**config.mk**
```make
export PLATFORM = sky130hd
export DESIGN_NAME = tok_mul
export DESIGN_NICKNAME = d
export VERILOG_FILES = /design/src/hw/rtl/tok_pkg.sv /design/src/hw/rtl/tok_mul.sv
export SDC_FILE = /design/constraint.sdc
export NUM_CORES = 2
export LEC_CHECK = 0
export BUFFER_PORTS_ARGS = -buffer_cell sky130_fd_sc_hd__buf_2
export CORE_MARGIN = 2
export CORE_UTILIZATION = 60
export CTS_BUF_LIST = sky130_fd_sc_hd__clkbuf_4
export CTS_CLUSTER_SIZE = 16
export DETAILED_ROUTE_END_ITERATION = 8
export GPL_TIMING_DRIVEN = 0
export PLACE_DENSITY_LB_ADDON = 0.12
export SYNTH_ARGS = -nofsm -noshare
export SYNTH_HDL_FRONTEND = slang
export SYNTH_SLANG_ARGS = --single-unit
```
**constraint.sdc**
```tcl
create_clock -name clk_i -period 7.62 [get_ports clk_i]
set_clock_uncertainty 0.1 [all_clocks]
set_input_delay 0.381 -clock clk_i [delete_from_list [all_inputs] [get_ports clk_i]]
set_output_delay 0.381 -clock clk_i [all_outputs]
set_load 0.1 [all_outputs]
```
**src/hw/rtl/tok_pkg.sv**
```systemverilog
// Shared widths, configuration codes and unit request types of the kinematics block.
package tok_pkg;

  localparam int unsigned CFG_IDX_W  = 3;
  localparam int unsigned CFG_DATA_W = 19;
  localparam int unsigned MUL_W      = 33;
  localparam int unsigned PROD_W     = 2 * MUL_W;
  localparam int unsigned DIV_W      = 40;
  localparam int unsigned DVS_W      = 24;
  localparam int unsigned SQ_IN_W    = 40;
  localparam int unsigned SQ_OUT_W   = SQ_IN_W / 2;

  typedef enum logic [CFG_IDX_W-1:0] {
    REG_MAX_VELOCITY  = 3'd0,
    REG_MAX_THRUST    = 3'd1,
    REG_SCREEN_WIDTH  = 3'd2,
    REG_SCREEN_HEIGHT = 3'd3,
    REG_WRAP_MARGIN   = 3'd4,
    REG_FRAME_TIME    = 3'd5
  } cfg_reg_e;

  typedef struct packed {
    logic             start;
    logic [DIV_W-1:0] dividend;
    logic [DVS_W-1:0] divisor;
  } div_req_t;

  typedef struct packed {
    logic             done;
    logic [DIV_W-1:0] quot;
  } div_rsp_t;

  typedef struct packed {
    logic               start;
    logic [SQ_IN_W-1:0] radicand;
  } sqrt_req_t;

  typedef struct packed {
    logic                done;
    logic [SQ_OUT_W-1:0] root;
  } sqrt_rsp_t;

endpackage

```
**src/hw/rtl/tok_mul.sv**
```systemverilog
// Shared signed multiplier with a registered product.
module tok_mul (
  input  logic                                 clk_i,
  input  logic signed [tok_pkg::MUL_W-1:0]     a_i,
  input  logic signed [tok_pkg::MUL_W-1:0]     b_i,
  output logic signed [tok_pkg::PROD_W-1:0]    p_o
);
  import tok_pkg::*;

  logic signed [PROD_W-1:0] p_q;

  always_ff @(posedge clk_i) begin
    p_q <= PROD_W'(a_i) * PROD_W'(b_i);
  end

  assign p_o = p_q;
endmodule

```
* Word level (Yosys, flattened, before mapping) *
Cells that the tools add are included.

word-level totals
  register bits = 66
  word-level logic and storage cells = 2
  input bits = 67

operators by class
  multipliers = 1

operators by type and width
  kind                          number
  multiplier 33 x 33 -> 66 bit  1

* Depth between registers and ports, before layout *
  word-level depth = 1
  depth in mapped cells = 27
  mapped depth without buffers = 26

* Least setup slack after synthesis *
No wires, ideal clock.

  path kind = input port to flip-flop
  from = in a_i[32] (netlist name)
  to = reg p_q[62], in the netlist p_o[62]
  data required time = 7.441 ns
  path buffers = 2
  slack = -0.097 ns
  setup time = 0.079 ns
  cell stages on the path = 23
  data arrival time = 7.538 ns
  cells stage by stage = clkbuf_1 nand2_1 inv_1 fa_1 fa_1 fa_1 fa_1 fa_1 fa_1 fa_1 inv_1 fa_1 inv_1 ha_1 clkbuf_1 and3_1 nand3_1 nand2b_1 a2111oi_4 a211oi_4 a21o_2 a21o_1 a211oi_2

between the ends
  longest elaborated chain between the ends = 1

RTL lines
  element                       line           RTL
  start, declared               tok_mul.sv:4   input logic signed [tok_pkg::MUL_W-1:0] a_i,
  multiplier 33 x 33 -> 66 bit  tok_mul.sv:13  p_q <= PROD_W'(a_i) * PROD_W'(b_i);
  end signal, assigned          tok_mul.sv:13
  end, declared                 tok_mul.sv:10  logic signed [PROD_W-1:0] p_q;

Every way passes these cells.

* Worst setup path in the final report *
  from = in b_i[20] (netlist name)
  to = reg p_q[63], in the netlist p_o[63]

between the ends
  longest elaborated chain between the ends = 1

RTL lines
  element                       line           RTL
  start, declared               tok_mul.sv:5   input logic signed [tok_pkg::MUL_W-1:0] b_i,
  multiplier 33 x 33 -> 66 bit  tok_mul.sv:13

Every way passes these cells.

==> summary.txt <==
Status
  – Outcome: completed

Yosys
  – Cell variety after synth: 80
  – Main synth FF type: dfxtp_1
  – Top cells by area, synth: fa_1 56%, inv_1 10%, and2_1 8.6%
  – Seq/Total Area, Yosys: 0.0324
  – Syn nets: a little under 6,000
  – Post-synth top area share: 0.563
  – Yosys reg bits: 66
  – Number of flops mapped to enable cells by yosys: 0
  – Synthesized cell area: between 0.04 and 0.05 sq mm
  – Asr flop ratio synth: 0
  – Yosys warning count: 0
  – Synth area leader: fa_1
  – Mapped Cells: roughly 4,300
  – Most common cell in the netlist: fa_1
  – Syn Area/Cell: between 9 and 10 sq um
  – Top cells by instance count after synthesis: 1,145 x fa_1, 1,131 x inv_1, 562 x and2_1, 551 x nand2_1, 217 x ha_1

Drt
  – DRC viols: 0
  – Number of vias per cell: between 5 and 6
  – Routed Antenna Nets: 0
  – Post-Route WL: roughly 150,000 um
  – DR pass1 iterations: 5
  – Drt wl/cell: about 27 um
  – Iteration-0 DRC Markers: 2,471
  – Total number of vias: around 32,000

Global route
  – First-pass GRT wire length: between 200,000 and 250,000 um
  – Initial antenna violation count: 21
  – Largest net degree at the start of global routing: 27
  – Vias in the first global route: ~33,000
  – Gr usage total: 0.432
  – Remaining Overflow, GRT: 0

Floorplanning
  – Starting Density: 0.607
  – Die area: ~0.070 sq mm
  – Die extent in x: approximately 260 um
  – DIE HEIGHT: 265 um
  – Site row count: 95
  – Ports: approximately 130
  – Core area: around 0.067 sq mm

STA
  – Final WS setup: roughly 3.2 ps
  – Final Setup Violations: 0
  – F_max: 131 MHz
  – Worst-Margin Slew: between 1000 and 1500 ps
  – Max_slew headroom: 0.260
  – Final Slew Violations: 0
  – RSZ-0062 raised after global routing: yes
  – Fin crit share: 1.00
  – Final hold violations: 0
  – Post-route minimum period: 7620 ps

Critical path
  – Worst Setup End Kind: register
  – Most used cell, CP: fa_1
  – Worst EP arrival: between 7000 and 8000 ps
  – Crit Path Max Fanout: 10
  – Setup Crit Path Kind: input port to register
  – Startpoint types: input port
  – CP bufs+invs: 6
  – Sequence of cells on the critical path: buf_2, buf_4, nand2_1, fa_1, fa_1, inv_1, fa_1, fa_1, fa_1, fa_1, fa_1, inv_1, fa_1, inv_1, ha_1, nand4_1, or2_2, o221ai_1, o21ai_0, a21oi_2, a21oi_4, buf_12, or3b_1, nand3_1
  – CP peak stage delay: about 710 ps
  – Slowest CP cell: fa_1
  – Required time worst endpoint: 7980 ps
  – Worst path top cell family by delay: adder cells

Clocking
  – CTS H-tree lvls: 3
  – Num CTS Buffers: 9
  – Clock Path Buffers: 2
  – CTS Root Cell: clkbuf_4
  – CTS Sinks: 66
  – CTS tree: built
  – Clk slew on worst S/H paths: between 150 and 200 ps

Layout
  – Register Area: approximately 0.0013 sq mm
  – Footprint of the multi-input gates: 0.0345 sq mm
  – Cell Count, Final, Fillers Out: ~5,400
  – Nets: just under 6,000
  – Syn-to-layout area delta: 7.05%
  – Share of cells above drive strength 1: 0.0995
  – Max FFs per register: 66
  – Filler cell count: between 5,000 and 6,000

Hold path
  – Worst Hold Class: input port to register

Placed design
  – Post-place setup slack: -1620 ps
  – Final GP Congestion: approximately 1.1
  – Cells after DPL: roughly 5,300
  – Port Buffers: ~130
  – Post-detail-place hpwl: 125,000 um

Job
  – Max-cap violations: 0
-- through the flow --
step	utilization	TNS (ps)	hold slack, ps	instance area (sq um)
final	0.649	0	223	43600
after global routing	0.649	-158	191	43600
after CTS	0.642	-24.2	173	43100
after detailed placement	0.633	-42590	758	42500
after global placement	0.633	-42630	755	42500
after floorplan	-	0	408	40700
-- layout make-up --
cell class / count / area share
plain buffers: 215 / 0.0300
inverters: 1131 / 0.0975
well taps: 873 / 0.0250
diodes: 21 / 0.00121
repair buffers: 154 / 0.0206
clock inverters: 6 / 0.00152
clock buffers: 10 / 0.00172
flip-flops and latches: 66 / 0.0303
multi-input cells: 2920 / 0.792
-- cells in the final DEF, fill, tap and decap left out, types with 5 or more instances in the layout --
cell type	instances
a211oi_1	7
xor2_1	25
clkbuf_2	96
ha_1	211
o21bai_1	9
a21oi_2	6
nand2_1	550
fa_2	15
and4_1	5
nor2_1	65
diode_2	21
fa_1	1130
nand4_1	11
inv_1	1129
a31oi_1	8
nor2b_1	5
xnor2_1	43
buf_4	33
clkbuf_1	19
a21o_1	36
buf_6	12
and2_1	561
nand2b_1	11
o21a_1	6
o21ai_1	6
buf_2	170
clkbuf_4	35
o21ai_0	23
a211o_1	6
a21oi_1	52
nor3_1	6
nand3_1	23
dfxtp_1	66
buf_12	6
ha_2	5
-- final timing paths --
kind,endpoint,slack (ps),cells after the start,startpoint
min,p_o[0],220,2,a_i[0]
max,p_o[63],3,24,b_i[20]
-- kinds of logic after synthesis --
family	share of synthesized area
AOI/OAI and AO/OA	0.0407
xor gates and xnor gates	0.0146
adders and majority gates	0.629
buffers and inverters	0.125
DFF	0.0324
and+or+nand+nor	0.158
-- per-layer routing --
layer / GRT usage / part of all wire / wire length (um)
met1: 0.504 / 0.33 / 48100
met2: 0.667 / 0.45 / 65800
met3: 0.110 / 0.10 / 15100
met4: 0.378 / 0.11 / 16500
met5: 0 / 0.00035 / 51
-- repair_timing --
action / in CTS / in global routing
setup buffers: 10 / 12
hold buffers: 0 / 0
resized for setup: 198 / 268
pin swaps: 5 / 20
endpoints found under the setup margin: 37 / 30
cloned: 0 / 0
Power is left out: the tool's default activity adds up to more than one toggle a clock period on the data nets, which glitch-free logic cannot reach.
