[config.mk]
export PLATFORM = sky130hd
export DESIGN_NAME = tok_sqrt
export DESIGN_NICKNAME = d
export VERILOG_FILES = /design/src/hw/rtl/tok_pkg.sv /design/src/hw/rtl/tok_sqrt.sv
export SDC_FILE = /design/constraint.sdc
export NUM_CORES = 1
export LEC_CHECK = 0
export BUFFER_PORTS_ARGS = -buffer_cell sky130_fd_sc_hd__buf_4
export CAP_MARGIN = 5
export CORE_MARGIN = 1.5
export CORE_UTILIZATION = 56
export DETAILED_ROUTE_END_ITERATION = 12
export PLACE_DENSITY = 0.79
export SYNTH_ARGS = -nofsm -noshare
export SYNTH_HDL_FRONTEND = slang
export SYNTH_SLANG_ARGS = --single-unit
export TNS_END_PERCENT = 20
[constraint.sdc]
create_clock -name clk_i -period 7.95 [get_ports clk_i]
set_input_delay 1.59 -clock clk_i [delete_from_list [all_inputs] [get_ports clk_i]]
set_output_delay 1.59 -clock clk_i [all_outputs]
set_load 0.01 [all_outputs]
[src/hw/rtl/tok_pkg.sv]
// Shared widths, configuration codes and unit request types of the kinematics block.
package tok_pkg;

  localparam int unsigned CFG_IDX_W  = 3;
  localparam int unsigned CFG_DATA_W = 19;
  localparam int unsigned MUL_W      = 33;
  localparam int unsigned PROD_W     = 2 * MUL_W;
  localparam int unsigned DIV_W      = 40;
  localparam int unsigned DVS_W      = 24;
  localparam int unsigned SQ_IN_W    = 40;
  localparam int unsigned SQ_OUT_W   = SQ_IN_W / 2;

  typedef enum logic [CFG_IDX_W-1:0] {
    REG_MAX_VELOCITY  = 3'd0,
    REG_MAX_THRUST    = 3'd1,
    REG_SCREEN_WIDTH  = 3'd2,
    REG_SCREEN_HEIGHT = 3'd3,
    REG_WRAP_MARGIN   = 3'd4,
    REG_FRAME_TIME    = 3'd5
  } cfg_reg_e;

  typedef struct packed {
    logic             start;
    logic [DIV_W-1:0] dividend;
    logic [DVS_W-1:0] divisor;
  } div_req_t;

  typedef struct packed {
    logic             done;
    logic [DIV_W-1:0] quot;
  } div_rsp_t;

  typedef struct packed {
    logic               start;
    logic [SQ_IN_W-1:0] radicand;
  } sqrt_req_t;

  typedef struct packed {
    logic                done;
    logic [SQ_OUT_W-1:0] root;
  } sqrt_rsp_t;

endpackage

[src/hw/rtl/tok_sqrt.sv]
// Digit-by-digit integer square root, one root bit per cycle.
module tok_sqrt (
  input  logic               clk_i,
  input  logic               rst_ni,
  input  tok_pkg::sqrt_req_t req_i,
  output tok_pkg::sqrt_rsp_t rsp_o
);
  import tok_pkg::*;

  localparam int unsigned CNT_W = $clog2(SQ_OUT_W + 1);

  logic [SQ_IN_W-1:0]  rad_q;
  logic [SQ_OUT_W:0]   rem_q;
  logic [SQ_OUT_W-1:0] root_q;
  logic [CNT_W-1:0]    cnt_q;
  logic                busy_q;
  logic                done_q;
  logic [SQ_OUT_W+2:0] shifted;
  logic [SQ_OUT_W+2:0] trial;

  assign shifted = {rem_q, rad_q[SQ_IN_W-1:SQ_IN_W-2]};
  assign trial   = {1'b0, root_q, 2'b01};

  always_ff @(posedge clk_i or negedge rst_ni) begin
    if (!rst_ni) begin
      busy_q <= 1'b0;
      done_q <= 1'b0;
      cnt_q  <= '0;
    end else begin
      done_q <= 1'b0;
      if (req_i.start) begin
        busy_q <= 1'b1;
        cnt_q  <= CNT_W'(SQ_OUT_W);
        rad_q  <= req_i.radicand;
        rem_q  <= '0;
        root_q <= '0;
      end else if (busy_q) begin
        if (shifted >= trial) begin
          rem_q  <= (SQ_OUT_W+1)'(shifted - trial);
          root_q <= {root_q[SQ_OUT_W-2:0], 1'b1};
        end else begin
          rem_q  <= (SQ_OUT_W+1)'(shifted);
          root_q <= {root_q[SQ_OUT_W-2:0], 1'b0};
        end
        rad_q <= {rad_q[SQ_IN_W-3:0], 2'b00};
        cnt_q <= cnt_q - 1'b1;
        if (cnt_q == CNT_W'(1)) begin
          busy_q <= 1'b0;
          done_q <= 1'b1;
        end
      end
    end
  end

  assign rsp_o.done = done_q;
  assign rsp_o.root = root_q;
endmodule

# [Word-level counts from Yosys, hierarchy flattened]
# Index checks and enable logic that the tools add are counted.
[classes] n_addsub=2 order_cmp=1 eq_ne=1 muxes=14 n_reduce_logical=2
[op_table] cell="$mux W40" n=2
[op_table] cell="$mux W21" n=2
[op_table] cell="$ge A23 B22 Y1" n=1
[op_table] cell="$sub A21 B21 Y21" n=1
[op_table] cell="$mux W20" n=1
[op_table] cell="$mux W5" n=2
[op_table] cell="$mux W1" n=7
[op_table] cell="$eq A5 B1 Y1 const B" n=1
[op_table] cell="$sub A5 B1 Y5 const B" n=1
[op_table] cell="$reduce_and A2 Y1" n=1
[op_table] cell="$reduce_bool A2 Y1" n=1
[word_totals] ff_bits=88 inputBits=43 output_inout_bits=21 wordCells=26

# [Logic depth before layout (Yosys ltp)]
[logic_depth] ltp_word=4 mapped_depth=12 mapped_depth_nobuf=10

# [Least setup slack after synthesis]
# OpenSTA, ideal clock, no wires.
[synth_path] kind="input to register" startpoint="in req_i[40] (netlist bit)" endpoint="reg rad_q[0], enable pin" setup_time_ns=0.442 arrival_time_ns=4.028 required_time_ns=7.508 setup_slack_ns=3.481 stages=4 n_path_buf=2 path_cell_list="clkbuf_1 > clkbuf_1 > nor2_1 > nor2b_1"
[synth_between] elab_chain_cells=2
[synth_lines] element="start: declaration" line_no="tok_sqrt.sv:5" source="input tok_pkg::sqrt_req_t req_i,"
[synth_lines] element="$reduce_bool A2 Y1 (no line)"
[synth_lines] element="$reduce_and A2 Y1 (no line)"
[synth_lines] element="end signal: assignment" line_no="tok_sqrt.sv:34" source="rad_q <= req_i.radicand;"
[synth_lines] element="end signal: assignment" line_no="tok_sqrt.sv:45" source="rad_q <= {rad_q[SQ_IN_W-3:0], 2'b00};"
[synth_lines] element="end: declaration" line_no="tok_sqrt.sv:12" source="logic [SQ_IN_W-1:0] rad_q;"
# Every way passes these cells.
# A chain may end at the register's enable or synchronous reset.

# [Worst setup path in the final report]
[layout_path] startpoint="in req_i[40] (netlist bit)" endpoint="reg rad_q[37], enable pin"
# Same word-level chain as after synthesis.

==> impl_metrics.tcl <==
set metrics [dict create \
    vias 3481 \
    vias_per_cell 5.72 \
    portBuffers 63 \
    grt_setup_unrepaired "false" \
    syn_nets 510 \
    reg2reg_depth 10 \
    cts.root.buffer_cell "clkbuf_8" \
    track_usage_pct 20.8 \
    synthArstFlopShare_pct 7.95 \
    grt_pass1_wl_um 16500 \
    hpwl_um 6390 \
    crit_type "in -> reg" \
    place.gp.congestion 0.858 \
    grt-ovfl-total 0 \
    die_x_um 98.5 \
    maxCapViolCount 0 \
    whs_ps 547 \
    drc_errors 0 \
    die_h_um 98.5 \
    use_met3_pct 7.23 \
    postCtsHoldBufs 0 \
    ant_nets 0 \
    top_usage_layer "met2" \
    cts_buffers 9 \
    whs_endpoint "cnt_q[4]" \
    clock_path_buffers 2 \
    nets 563 \
    die_area_mm2 0.00970 \
    grtUsageMet1_pct 27.4 \
    start_util_pct 58.3 \
    cts_setup_buffers 0 \
    r2r_slack_ps 4720 \
    htree_levels 3 \
    rows 34 \
    final.min_clock_period_ps 3500 \
    synth_edf_count 81 \
    seq_area_frac_synth_pct 51.0 \
    antenna_found_initial 0 \
    crit_start "req_i[40]" \
    cp_max_fo 88 \
    fmax_mhz 286 \
    area_growth_pct 14.6 \
    power_leakage_nw 2.50 \
    cp-end-kind "flip-flop" \
    final_layout_size_suffix_gt1_share_pct 24.8 \
    finalSetupViolCount 0 \
    fin_tns_setup_ps 0 \
    cp.required_ps 7930 \
    worstPathArrival_ps 3470 \
    fp.coreArea_mm2 0.00876 \
    hold_viol_final 0 \
    ir_worst_vdd_v 0.000103 \
    drt_iter0_drc 178 \
    r2r-end "rem_q[9]" \
    maxSlewHeadroom_pct 22.8 \
    power_density_mw_per_mm2 241 \
    synth.distinct_cells 51 \
    holdCritPathClass "reg -> reg" \
    synth_top_area_share_pct 47.6 \
    start_kind "input port" \
    hp-start "cnt_q[4]" \
    synth-main-ff-cell "edfxtp_1" \
    whs_path_depth 2 \
    grt_pass1_vias 3585 \
    syn_area_mm2 0.00511 \
    wl_um 9610 \
    yosysTopAreaCell "edfxtp_1" \
    synth_area_leaders "edfxtp_1 48%, mux2_2 8.4%, ha_1 5.9%, mux2i_1 5.7%, nor2_1 3.9%" \
    total_power_w 0.00141 \
    clk_latency_ps 360 \
    n_antenna_cell 0 \
    synth-seq-cells 88 \
    finalMaxSlewViolations 0 \
    avgSynthCellArea_um2 11.5 \
    grtUsageMet2_pct 32.8 \
    status "completed" \
    clock_sink_count 88 \
    synth_warnings 0 \
    path_clk_slew_ps 80 \
    firstDrtPassIters 4 \
    final_common_cell "edfxtp_1" \
    mostFrequentLayoutCells "81 x edfxtp_1, 64 x buf_4, 53 x nor2_1" \
    fin_worst_skew_ps 10.3 \
    grt_max_degree 89 \
    syn_inst 443 \
    cts_tree "yes" \
    fin_crit_sh_pct 44.0 \
    ctsResizeCount 0 \
    wire_per_inst_um 15.8 \
    r2r_start "root_q[1]" \
    worst_slew_pin_slew_ps 1160 \
    io_pins 64 \
]
==> per-layer routing <==
metal	vias to the layer above	wire (um)
met5	-	0
met2	75	4560
met4	0	143
li1	1732	-
met3	16	564
met1	1658	4340
==> area by class of cell <==
type / count / area [um2]
fill: 676 / 2910
tap: 108 / 135
sequential: 88 / 2610
timing repair buffer: 64 / 480
multi-input combinational: 305 / 2300
clock inverter: 5 / 87.6
inverter: 28 / 105
clock buffer: 11 / 141
==> state kept, by name, summed over array words and instances (netlist names) <==
name and count:
done_q 1, root_q 20, busy_q 1, cnt_q 5
rad_q 40, rem_q 21
==> report_power, final <==
| group | switching, W | internal (W) |
|---|---|---|
| Combinational | 0.000237 | 0.000203 |
| Clock | 0.000169 | 0.000189 |
| Sequential | 0.0000372 | 0.000575 |
| Total | 0.000443 | 0.000967 |
==> logic make-up (layout without fill, tap and decap cells) <==
| group | after synthesis | count (layout) | share of synthesized area, % |
|---|---|---|---|
| DFF | 88 | 88 | 51.0 |
| muxes | 67 | 67 | 14.1 |
| xor gates and xnor gates | 21 | 21 | 3.60 |
| adders and majority gates | 24 | 24 | 5.88 |
| and+or+nand+nor | 108 | 108 | 9.63 |
| buffers and inverters | 50 | 108 | 4.16 |
| AOI/OAI and AO/OA | 85 | 85 | 11.6 |
==> cell usage after synthesis, drive strengths merged, types with 4 or more instances <==
library cell,n
nor2,53
xnor2,12
mux2i,29
inv,28
buf,6
xor2,9
a311oi,5
o21ai,8
clkbuf,16
o21a,6
a211oi,15
nand2b,5
dfrtp,7
ha,24
edfxtp,81
nand3,9
mux2,38
nand4,4
a21o,6
a21oi,24
nor2b,4
nand2,22
==> critical path: stages <==
cell and delay [ps]:
buf_4 710, nor2_1 250, nor2b_4 890
==> worst max path at each step <==
| stage | slack, ps | end | depth (start not counted) |
|---|---|---|---|
| finish | 4450 | rad_q[37] | 3 |
| detailed placement | 4020 | rad_q[32] | 3 |
| global placement | 4080 | rad_q[26] | 3 |
| global route | 4230 | rad_q[37] | 3 |
| floorplan | 3480 | rad_q[0] | 4 |
| CTS | 4410 | rad_q[37] | 3 |
==> through the flow <==
step / std cells / util, % / setup WS [ps] / cell area (um2)
2_1_floorplan: 443 / - / 3480 / 5110
3_3_place_gp: 593 / 64.2 / 4080 / 5630
3_5_place_dp: 593 / 64.2 / 4020 / 5630
4_1_cts: 609 / 66.8 / 4410 / 5850
5_1_grt: 609 / 66.8 / 4230 / 5850
6_report: 609 / 66.8 / 4450 / 5850
No activity file was read; power rests on OpenSTA's default activity.
