File: src/hw/rtl/tok_pkg.sv
// Shared widths, configuration codes and unit request types of the kinematics block.
package tok_pkg;

  localparam int unsigned CFG_IDX_W  = 3;
  localparam int unsigned CFG_DATA_W = 19;
  localparam int unsigned MUL_W      = 33;
  localparam int unsigned PROD_W     = 2 * MUL_W;
  localparam int unsigned DIV_W      = 40;
  localparam int unsigned DVS_W      = 24;
  localparam int unsigned SQ_IN_W    = 40;
  localparam int unsigned SQ_OUT_W   = SQ_IN_W / 2;

  typedef enum logic [CFG_IDX_W-1:0] {
    REG_MAX_VELOCITY  = 3'd0,
    REG_MAX_THRUST    = 3'd1,
    REG_SCREEN_WIDTH  = 3'd2,
    REG_SCREEN_HEIGHT = 3'd3,
    REG_WRAP_MARGIN   = 3'd4,
    REG_FRAME_TIME    = 3'd5
  } cfg_reg_e;

  typedef struct packed {
    logic             start;
    logic [DIV_W-1:0] dividend;
    logic [DVS_W-1:0] divisor;
  } div_req_t;

  typedef struct packed {
    logic             done;
    logic [DIV_W-1:0] quot;
  } div_rsp_t;

  typedef struct packed {
    logic               start;
    logic [SQ_IN_W-1:0] radicand;
  } sqrt_req_t;

  typedef struct packed {
    logic                done;
    logic [SQ_OUT_W-1:0] root;
  } sqrt_rsp_t;

endpackage

File: src/hw/rtl/tok_div.sv
// Restoring unsigned divider, one quotient bit per cycle.
module tok_div (
  input  logic               clk_i,
  input  logic               rst_ni,
  input  tok_pkg::div_req_t  req_i,
  output tok_pkg::div_rsp_t  rsp_o
);
  import tok_pkg::*;

  localparam int unsigned CNT_W = $clog2(DIV_W + 1);

  logic [DIV_W-1:0] quo_q;
  logic [DVS_W-1:0] rem_q;
  logic [DVS_W-1:0] dvs_q;
  logic [CNT_W-1:0] cnt_q;
  logic             busy_q;
  logic             done_q;
  logic [DVS_W:0]   shifted;

  assign shifted = {rem_q, quo_q[DIV_W-1]};

  always_ff @(posedge clk_i or negedge rst_ni) begin
    if (!rst_ni) begin
      busy_q <= 1'b0;
      done_q <= 1'b0;
      cnt_q  <= '0;
    end else begin
      done_q <= 1'b0;
      if (req_i.start) begin
        busy_q <= 1'b1;
        cnt_q  <= CNT_W'(DIV_W);
        quo_q  <= req_i.dividend;
        dvs_q  <= req_i.divisor;
        rem_q  <= '0;
      end else if (busy_q) begin
        if (shifted >= {1'b0, dvs_q}) begin
          rem_q <= DVS_W'(shifted - {1'b0, dvs_q});
          quo_q <= {quo_q[DIV_W-2:0], 1'b1};
        end else begin
          rem_q <= shifted[DVS_W-1:0];
          quo_q <= {quo_q[DIV_W-2:0], 1'b0};
        end
        cnt_q <= cnt_q - 1'b1;
        if (cnt_q == CNT_W'(1)) begin
          busy_q <= 1'b0;
          done_q <= 1'b1;
        end
      end
    end
  end

  assign rsp_o.done = done_q;
  assign rsp_o.quot = quo_q;
endmodule

File: config.mk
export PLATFORM = sky130hd
export DESIGN_NAME = tok_div
export DESIGN_NICKNAME = d
export VERILOG_FILES = /design/src/hw/rtl/tok_pkg.sv /design/src/hw/rtl/tok_div.sv
export SDC_FILE = /design/constraint.sdc
export NUM_CORES = 1
export LEC_CHECK = 0
export BUFFER_PORTS_ARGS = -buffer_cell sky130_fd_sc_hd__buf_2
export CAP_MARGIN = 40
export CORE_MARGIN = 2
export CORE_UTILIZATION = 35
export CTS_CLUSTER_DIAMETER = 80
export DETAILED_ROUTE_END_ITERATION = 12
export HOLD_SLACK_MARGIN = 0.1
export PLACE_DENSITY_LB_ADDON = 0.15
export RECOVER_POWER = 25
export SYNTH_ARGS = -nofsm -noshare
export SYNTH_HDL_FRONTEND = slang
export SYNTH_SLANG_ARGS = --single-unit
File: constraint.sdc
create_clock -name clk_i -period 4.1 [get_ports clk_i]
set_input_delay 0.41 -clock clk_i [delete_from_list [all_inputs] [get_ports clk_i]]
set_output_delay 0.41 -clock clk_i [all_outputs]
set_load 0.02 [all_outputs]
## Word level (Yosys, flattened, before mapping)

Cells that the tools add are included.

| operators by class | value |
|---|---|
| add/subtract/negate cells | 2 |
| reduce and logical (&&, ||, !) cells | 3 |
| magnitude comparators | 1 |
| equality and inequality tests | 1 |
| mux-type cells | 13 |

Operators with widths:

| kind | count |
|---|---|
| $mux 40 | 2 |
| $mux 24 | 2 |
| $ge 25x24->1 | 1 |
| $sub 24x24->24 | 1 |
| $mux 6 | 2 |
| $mux 1 | 7 |
| $eq 6x1->1 const B | 1 |
| $sub 6x1->6 const B | 1 |
| $reduce_and 2->1 | 2 |
| $reduce_bool 2->1 | 1 |

| word-level totals | value |
|---|---|
| logic and storage cells | 26 |
| register bits | 96 |
| output and inout bits | 41 |
| input bits | 67 |

## Logic depth before layout (Yosys ltp)

| logic depth | value |
|---|---|
| depth in word-level cells | 4 |
| gate-level depth with buffers | 12 |
| gate-level depth less buffers | 11 |

## Least setup slack after synthesis

OpenSTA, ideal clock, no wires.

| timing | value |
|---|---|
| path type | register to register |
| start | register busy_q |
| end | register quo_q[0] (enable) |
| setup time | 0.442 ns |
| period minus slack after synthesis | 3.036 ns |
| buffers on the path | 2 |
| path slack | 1.064 ns |
| required time | 3.658 ns |
| cell stages (with the launch flop) | 5 |
| data arrival time | 2.594 ns |
| path through | dfrtp_1 clkbuf_1 clkbuf_8 nor2_1 nor2b_1 |

| between the ends | value |
|---|---|
| word-level cells in the longest chain between the ends | 2 |

RTL lines:

| what | line | RTL |
|---|---|---|
| from (decl) | tok_div.sv:16 | `logic busy_q;` |
| from (signal assigned) | tok_div.sv:24 | `busy_q <= 1'b0;` |
| from (signal assigned) | tok_div.sv:30 | `busy_q <= 1'b1;` |
| from (signal assigned) | tok_div.sv:45 | `busy_q <= 1'b0;` |
| $reduce_bool 2->1 (no line) | -- |  |
| $reduce_and 2->1 (no line) | -- |  |
| to (signal assigned) | tok_div.sv:32 | `quo_q <= req_i.dividend;` |
| to (signal assigned) | tok_div.sv:38 | `quo_q <= {quo_q[DIV_W-2:0], 1'b1};` |
| to (signal assigned) | tok_div.sv:41 | `quo_q <= {quo_q[DIV_W-2:0], 1'b0};` |
| to (decl) | tok_div.sv:12 | `logic [DIV_W-1:0] quo_q;` |

No other way between the ends.
A chain may end at the register's enable or synchronous reset.

## Final worst setup path

| timing | value |
|---|---|
| start | register rem_q[0] |
| end | register rem_q[1], data pin |

| between the ends | value |
|---|---|
| word-level cells in the longest chain between the ends | 3 |
| elaborated cells between the ends (all ways) | 4 |
| classes of those cells | add/sub (1); order compare (1); mux (2) |

RTL lines:

| what | line | RTL |
|---|---|---|
| from (decl) | tok_div.sv:13 | `logic [DVS_W-1:0] rem_q;` |
| from (signal assigned) | tok_div.sv:37 | `rem_q <= DVS_W'(shifted - {1'b0, dvs_q});` |
| from (signal assigned) | tok_div.sv:40 | `rem_q <= shifted[DVS_W-1:0];` |
| $sub 24x24->24 or $ge 25x24->1 (tied branches) | tok_div.sv:37, tok_div.sv:36 |  |
| $mux 24 (*) | tok_div.sv:36 | `if (shifted >= {1'b0, dvs_q}) begin` |
| $mux 24 (*) | tok_div.sv:35 | `end else if (busy_q) begin` |

Every way passes the cells marked *; elsewhere a longest branch is shown, timed or not.

==> flow_summary_export.csv <==
group,metric,value,unit
synthesis,synthArstFlopShare,8.33,%
place,dp_cells,770,
clock_network,post-cts-setup-buffers,0,
detailed_routing,firstDrtPassIters,4,
floorplanning,ioPinCount,108,
synthesis,syn-instance-count,464,
clock_network,post_cts_resized,0,
global_route,grt_overflow,0,
run_status,violations,"max-capacitance violations, max-slew violations",
global_route,grt_pass1_wl,20400,um
finish,drive_gt1_share,32.5,%
worst_setup_path,crit_required,4.24,ns
pwr,internal_power,2020,uW
finish,finalNonFillerCells,786,
global_route,antenna_found_initial,0,
synthesis,synth-edff-count,88,
clock_network,cts_sinks,96,
synthesis,synthDistinctLibCells,68,
synthesis,ys_top_cells_by_area,"edfxtp_1 48%, mux2_2 8.0%, ha_1 5.9%, dfrtp_1 3.6%, nor2_1 2.9%",
floorplanning,die_h,130,um
detailed_routing,wl_per_cell,15.7,um
timing,tightest_slew,1.95,ns
worst_setup_path,cp-startpoint,"rem_q[0]$_SDFFCE_PP0P_",
clock_network,cts_tree,"built",
global_route,grt_pass1_vias,4043,
timing,drv_slew,33,
pwr,p_comb_share,30.1,%
timing,worst_slack,1.01,ns
synthesis,synth_top_area_share,47.9,%
finish,syn2layout_area_growth,17.9,%
pwr,p_leak,0.00270,uW
clock_network,cts.reportedPaths.clkPinSlew,0.07,ns
worst_setup_path,cp-start-kind,"register",
worst_setup_path,path_cells,"ha_1, nor2b_1, o2111ai_1, a31oi_4, o21ai_2, a221oi_2, nor2_1, buf_4, nand2_1, a311oi_1",
run_status,status,"complete, but fails checks",
worst_setup_path,path_buf_inv,1,
clock_network,clock_tree.buffer_depth,2,
detailed_routing,avgViaCountPerCell,4.94,
clock_network,root_buffer,"clkbuf_16",
synthesis,synth_top_family_by_area,"compound AO/OA/AOI/OAI gates",
finish,final-seq-area,2840,um2
finish,multi_input_area,2400,um2
synthesis,synth_top_cell_by_area,"edfxtp_1",
synthesis,synth_adder_area_share,6.26,%
worst_setup_path,r2r-start,"rem_q[0]$_SDFFCE_PP0P_",
finish,nets,664,
pwr,power_switching,953,uW
detailed_routing,drtIter0Drc,211,
place,dp_slack,1.08,ns
timing,fin_crit,3.09,ns
clock_network,numCtsBuffers,9,
synthesis,netlist_area,5520,um2
detailed_routing,vias,3886,
synthesis,ys_seq_area_share,51.5,%
timing,finalSetupViolCount,0,
worst_setup_path,cp-end-kind,"register",
timing,setup_total_negative_slack,0,ns
synthesis,synthMuxAreaShare,10.7,%
timing,finalHoldViolCount,0,
finish,num-fill-cells,1491,
synthesis,synth.most_common_cell,"edfxtp_1",
floorplanning,core_area,15300,um2
synthesis,synth_xor_area_share,3.02,%
worst_setup_path,worstPathMaxFanout,7,
worst_setup_path,slowest_delay,0.45,ns
hold_path,hold_start,"req_i[15]",
timing,rsz0062_at_grt,"false",
worst_setup_path,crit_family,"compound AO/OA/AOI/OAI gates",
pwr,power_density,456,nW/um2
pwr,p_seq_share,42.7,%
place,dp_hpwl,8820,um
pwr,ir_drop,217,uV
timing,worst_clock_skew,0.0134,ns
detailed_routing,drc,0,
detailed_routing,final_antenna_net_count,0,
synthesis,synth_simple_gate_area_share,9.68,%
synthesis,synth-compound-area-share,13.7,%
detailed_routing,drt-total-wl,12300,um
worst_setup_path,cp_data_arrival_time,3.22,ns
timing,hold_ws,0.231,ns
job,maxCapViolations,1,
floorplanning,die_x,130,um
clock_network,cts_htree_levels,3,
finish,n_antenna_cell,0,
hold_path,hold_class,"primary input to register",
place,place_congestion,0.860,
synthesis,ys_seq_elements,96,
finish,postLayoutCoreUtil,42.5,%
timing,timing.slew.headroom,-29.9,%
synthesis,synth-main-ff-cell,"edfxtp_1",
global_route,track_usage,15.5,%
clock_network,holdBufCountCts,0,
synthesis,syn_area_per_cell,11.9,um2
pwr,switching_share,32.1,%
worst_setup_path,critPathKind,"register to register",
timing,timing.final.crit_share,75.3,%
synthesis,synth-warning-count,0,
global_route,grt_max_degree,53,
worst_setup_path,crit_path_top_delay_cell,"edfxtp_1",
place,io_buffers,107,
synthesis,synth_fp_nets,558,
clock_network,clkLatencyLatePin,0.35,ns
floorplanning,num_rows,45,
floorplanning,dieArea,16800,um2
synthesis,synth_common_cells,"88 x edfxtp_1, 42 x nor2_1, 39 x mux2_2",
pwr,pwr-share-clk,27.2,%
floorplanning,start_util,36.0,%
timing,clock.fmax,324,MHz
==> cells in the final DEF (no fill, tap or decap), types with 3 or more instances in the layout <==
cell type / count
nor4_1: 4
inv_1: 35
a31oi_1: 5
nand2b_1: 8
nor2_1: 42
edfxtp_1: 88
ha_1: 26
mux2_2: 39
dfrtp_1: 8
o21ai_0: 12
xor2_1: 7
mux2i_1: 15
a311oi_1: 4
o21a_1: 6
nand4_1: 3
inv_6: 4
nand2_1: 21
a21oi_1: 21
buf_4: 5
a21o_2: 5
nor3_1: 11
nand3_1: 4
clkbuf_1: 5
a21o_1: 4
clkbuf_16: 9
buf_2: 104
xnor2_1: 12
a211oi_1: 16
==> cells by family (layout without fill, tap and decap cells) <==
logic type      Yosys count  in the layout
fa+ha+maj                27             27
xor+xnor                 19             19
flops                    96             96
compound gates          103            103
simple gates            111            111
mux                      54             54
buf+inv                  54            165
==> per-stage QoR <==
| stage | area [um2] | power [uW] |
|---|---|---|
| detailed placement | 6240 | 2180 |
| finish | 6510 | 2970 |
| floorplan | 5520 | 1990 |
| global placement | 6210 | 2160 |
| CTS | 6510 | 3010 |
| global route | 6510 | 3160 |
==> sequential cells by signal, indices dropped and copies added (netlist names) <==
| signal | cells |
|---|---|
| done_q | 1 |
| rem_q | 24 |
| quo_q | 40 |
| cnt_q | 6 |
| dvs_q | 24 |
| busy_q | 1 |
==> cell type report <==
type	count	area share (%)
multi-input cells	314	36.9
clock buffers	10	3.52
inverters	35	2.02
well taps	211	4.06
clock inverters	6	0.731
repair buffers	114	9.12
flip-flops and latches	96	43.7
==> worst reg2reg max path, stage by stage, from the launching register on <==
cell	delay [ns]
edfxtp_1	0.45
ha_1	0.34
nor2b_1	0.15
o2111ai_1	0.37
a31oi_4	0.19
o21ai_2	0.22
a221oi_2	0.10
nor2_1	0.43
buf_4	0.26
nand2_1	0.06
a311oi_1	0.29
==> per-layer routing <==
layer	global-route usage [%]	vias up	wire (um)
met1	21.6	1817	5990
met4	3.61	0	113
met5	0	-	0
met2	23.1	110	5280
li1	-	1949	-
met3	5.95	10	937
==> worst paths after layout <==
| kind | end | slack, ns | cells after the start |
|---|---|---|---|
| setup reg to reg | rem_q[1]$_SDFFCE_PP0P_ | 1.01 | 10 |
| setup / recovery | rem_q[1]$_SDFFCE_PP0P_ | 1.01 | 10 |
| hold reg to reg | done_q$_DFF_PN0_ | 0.52 | 1 |
| min in group asynchronous | cnt_q[3]$_DFFE_PN0N_ | 0.88 | 2 |
| max in group asynchronous | cnt_q[4]$_DFFE_PN0N_ | 2.11 | 2 |
| hold / removal | dvs_q[15]$_DFFE_PP_ | 0.23 | 1 |
==> power groups by stage <==
| stage | Clock [uW] | Combinational, uW | Sequential [uW] |
|---|---|---|---|
| 2_1_floorplan | 0 | 680 | 1310 |
| 3_3_place_gp | 0 | 875 | 1290 |
| 3_5_place_dp | 0 | 892 | 1290 |
| 4_1_cts | 844 | 899 | 1270 |
| 5_1_grt | 879 | 994 | 1280 |
| 6_report | 808 | 894 | 1270 |
No activity file was read; power rests on OpenSTA's default activity.
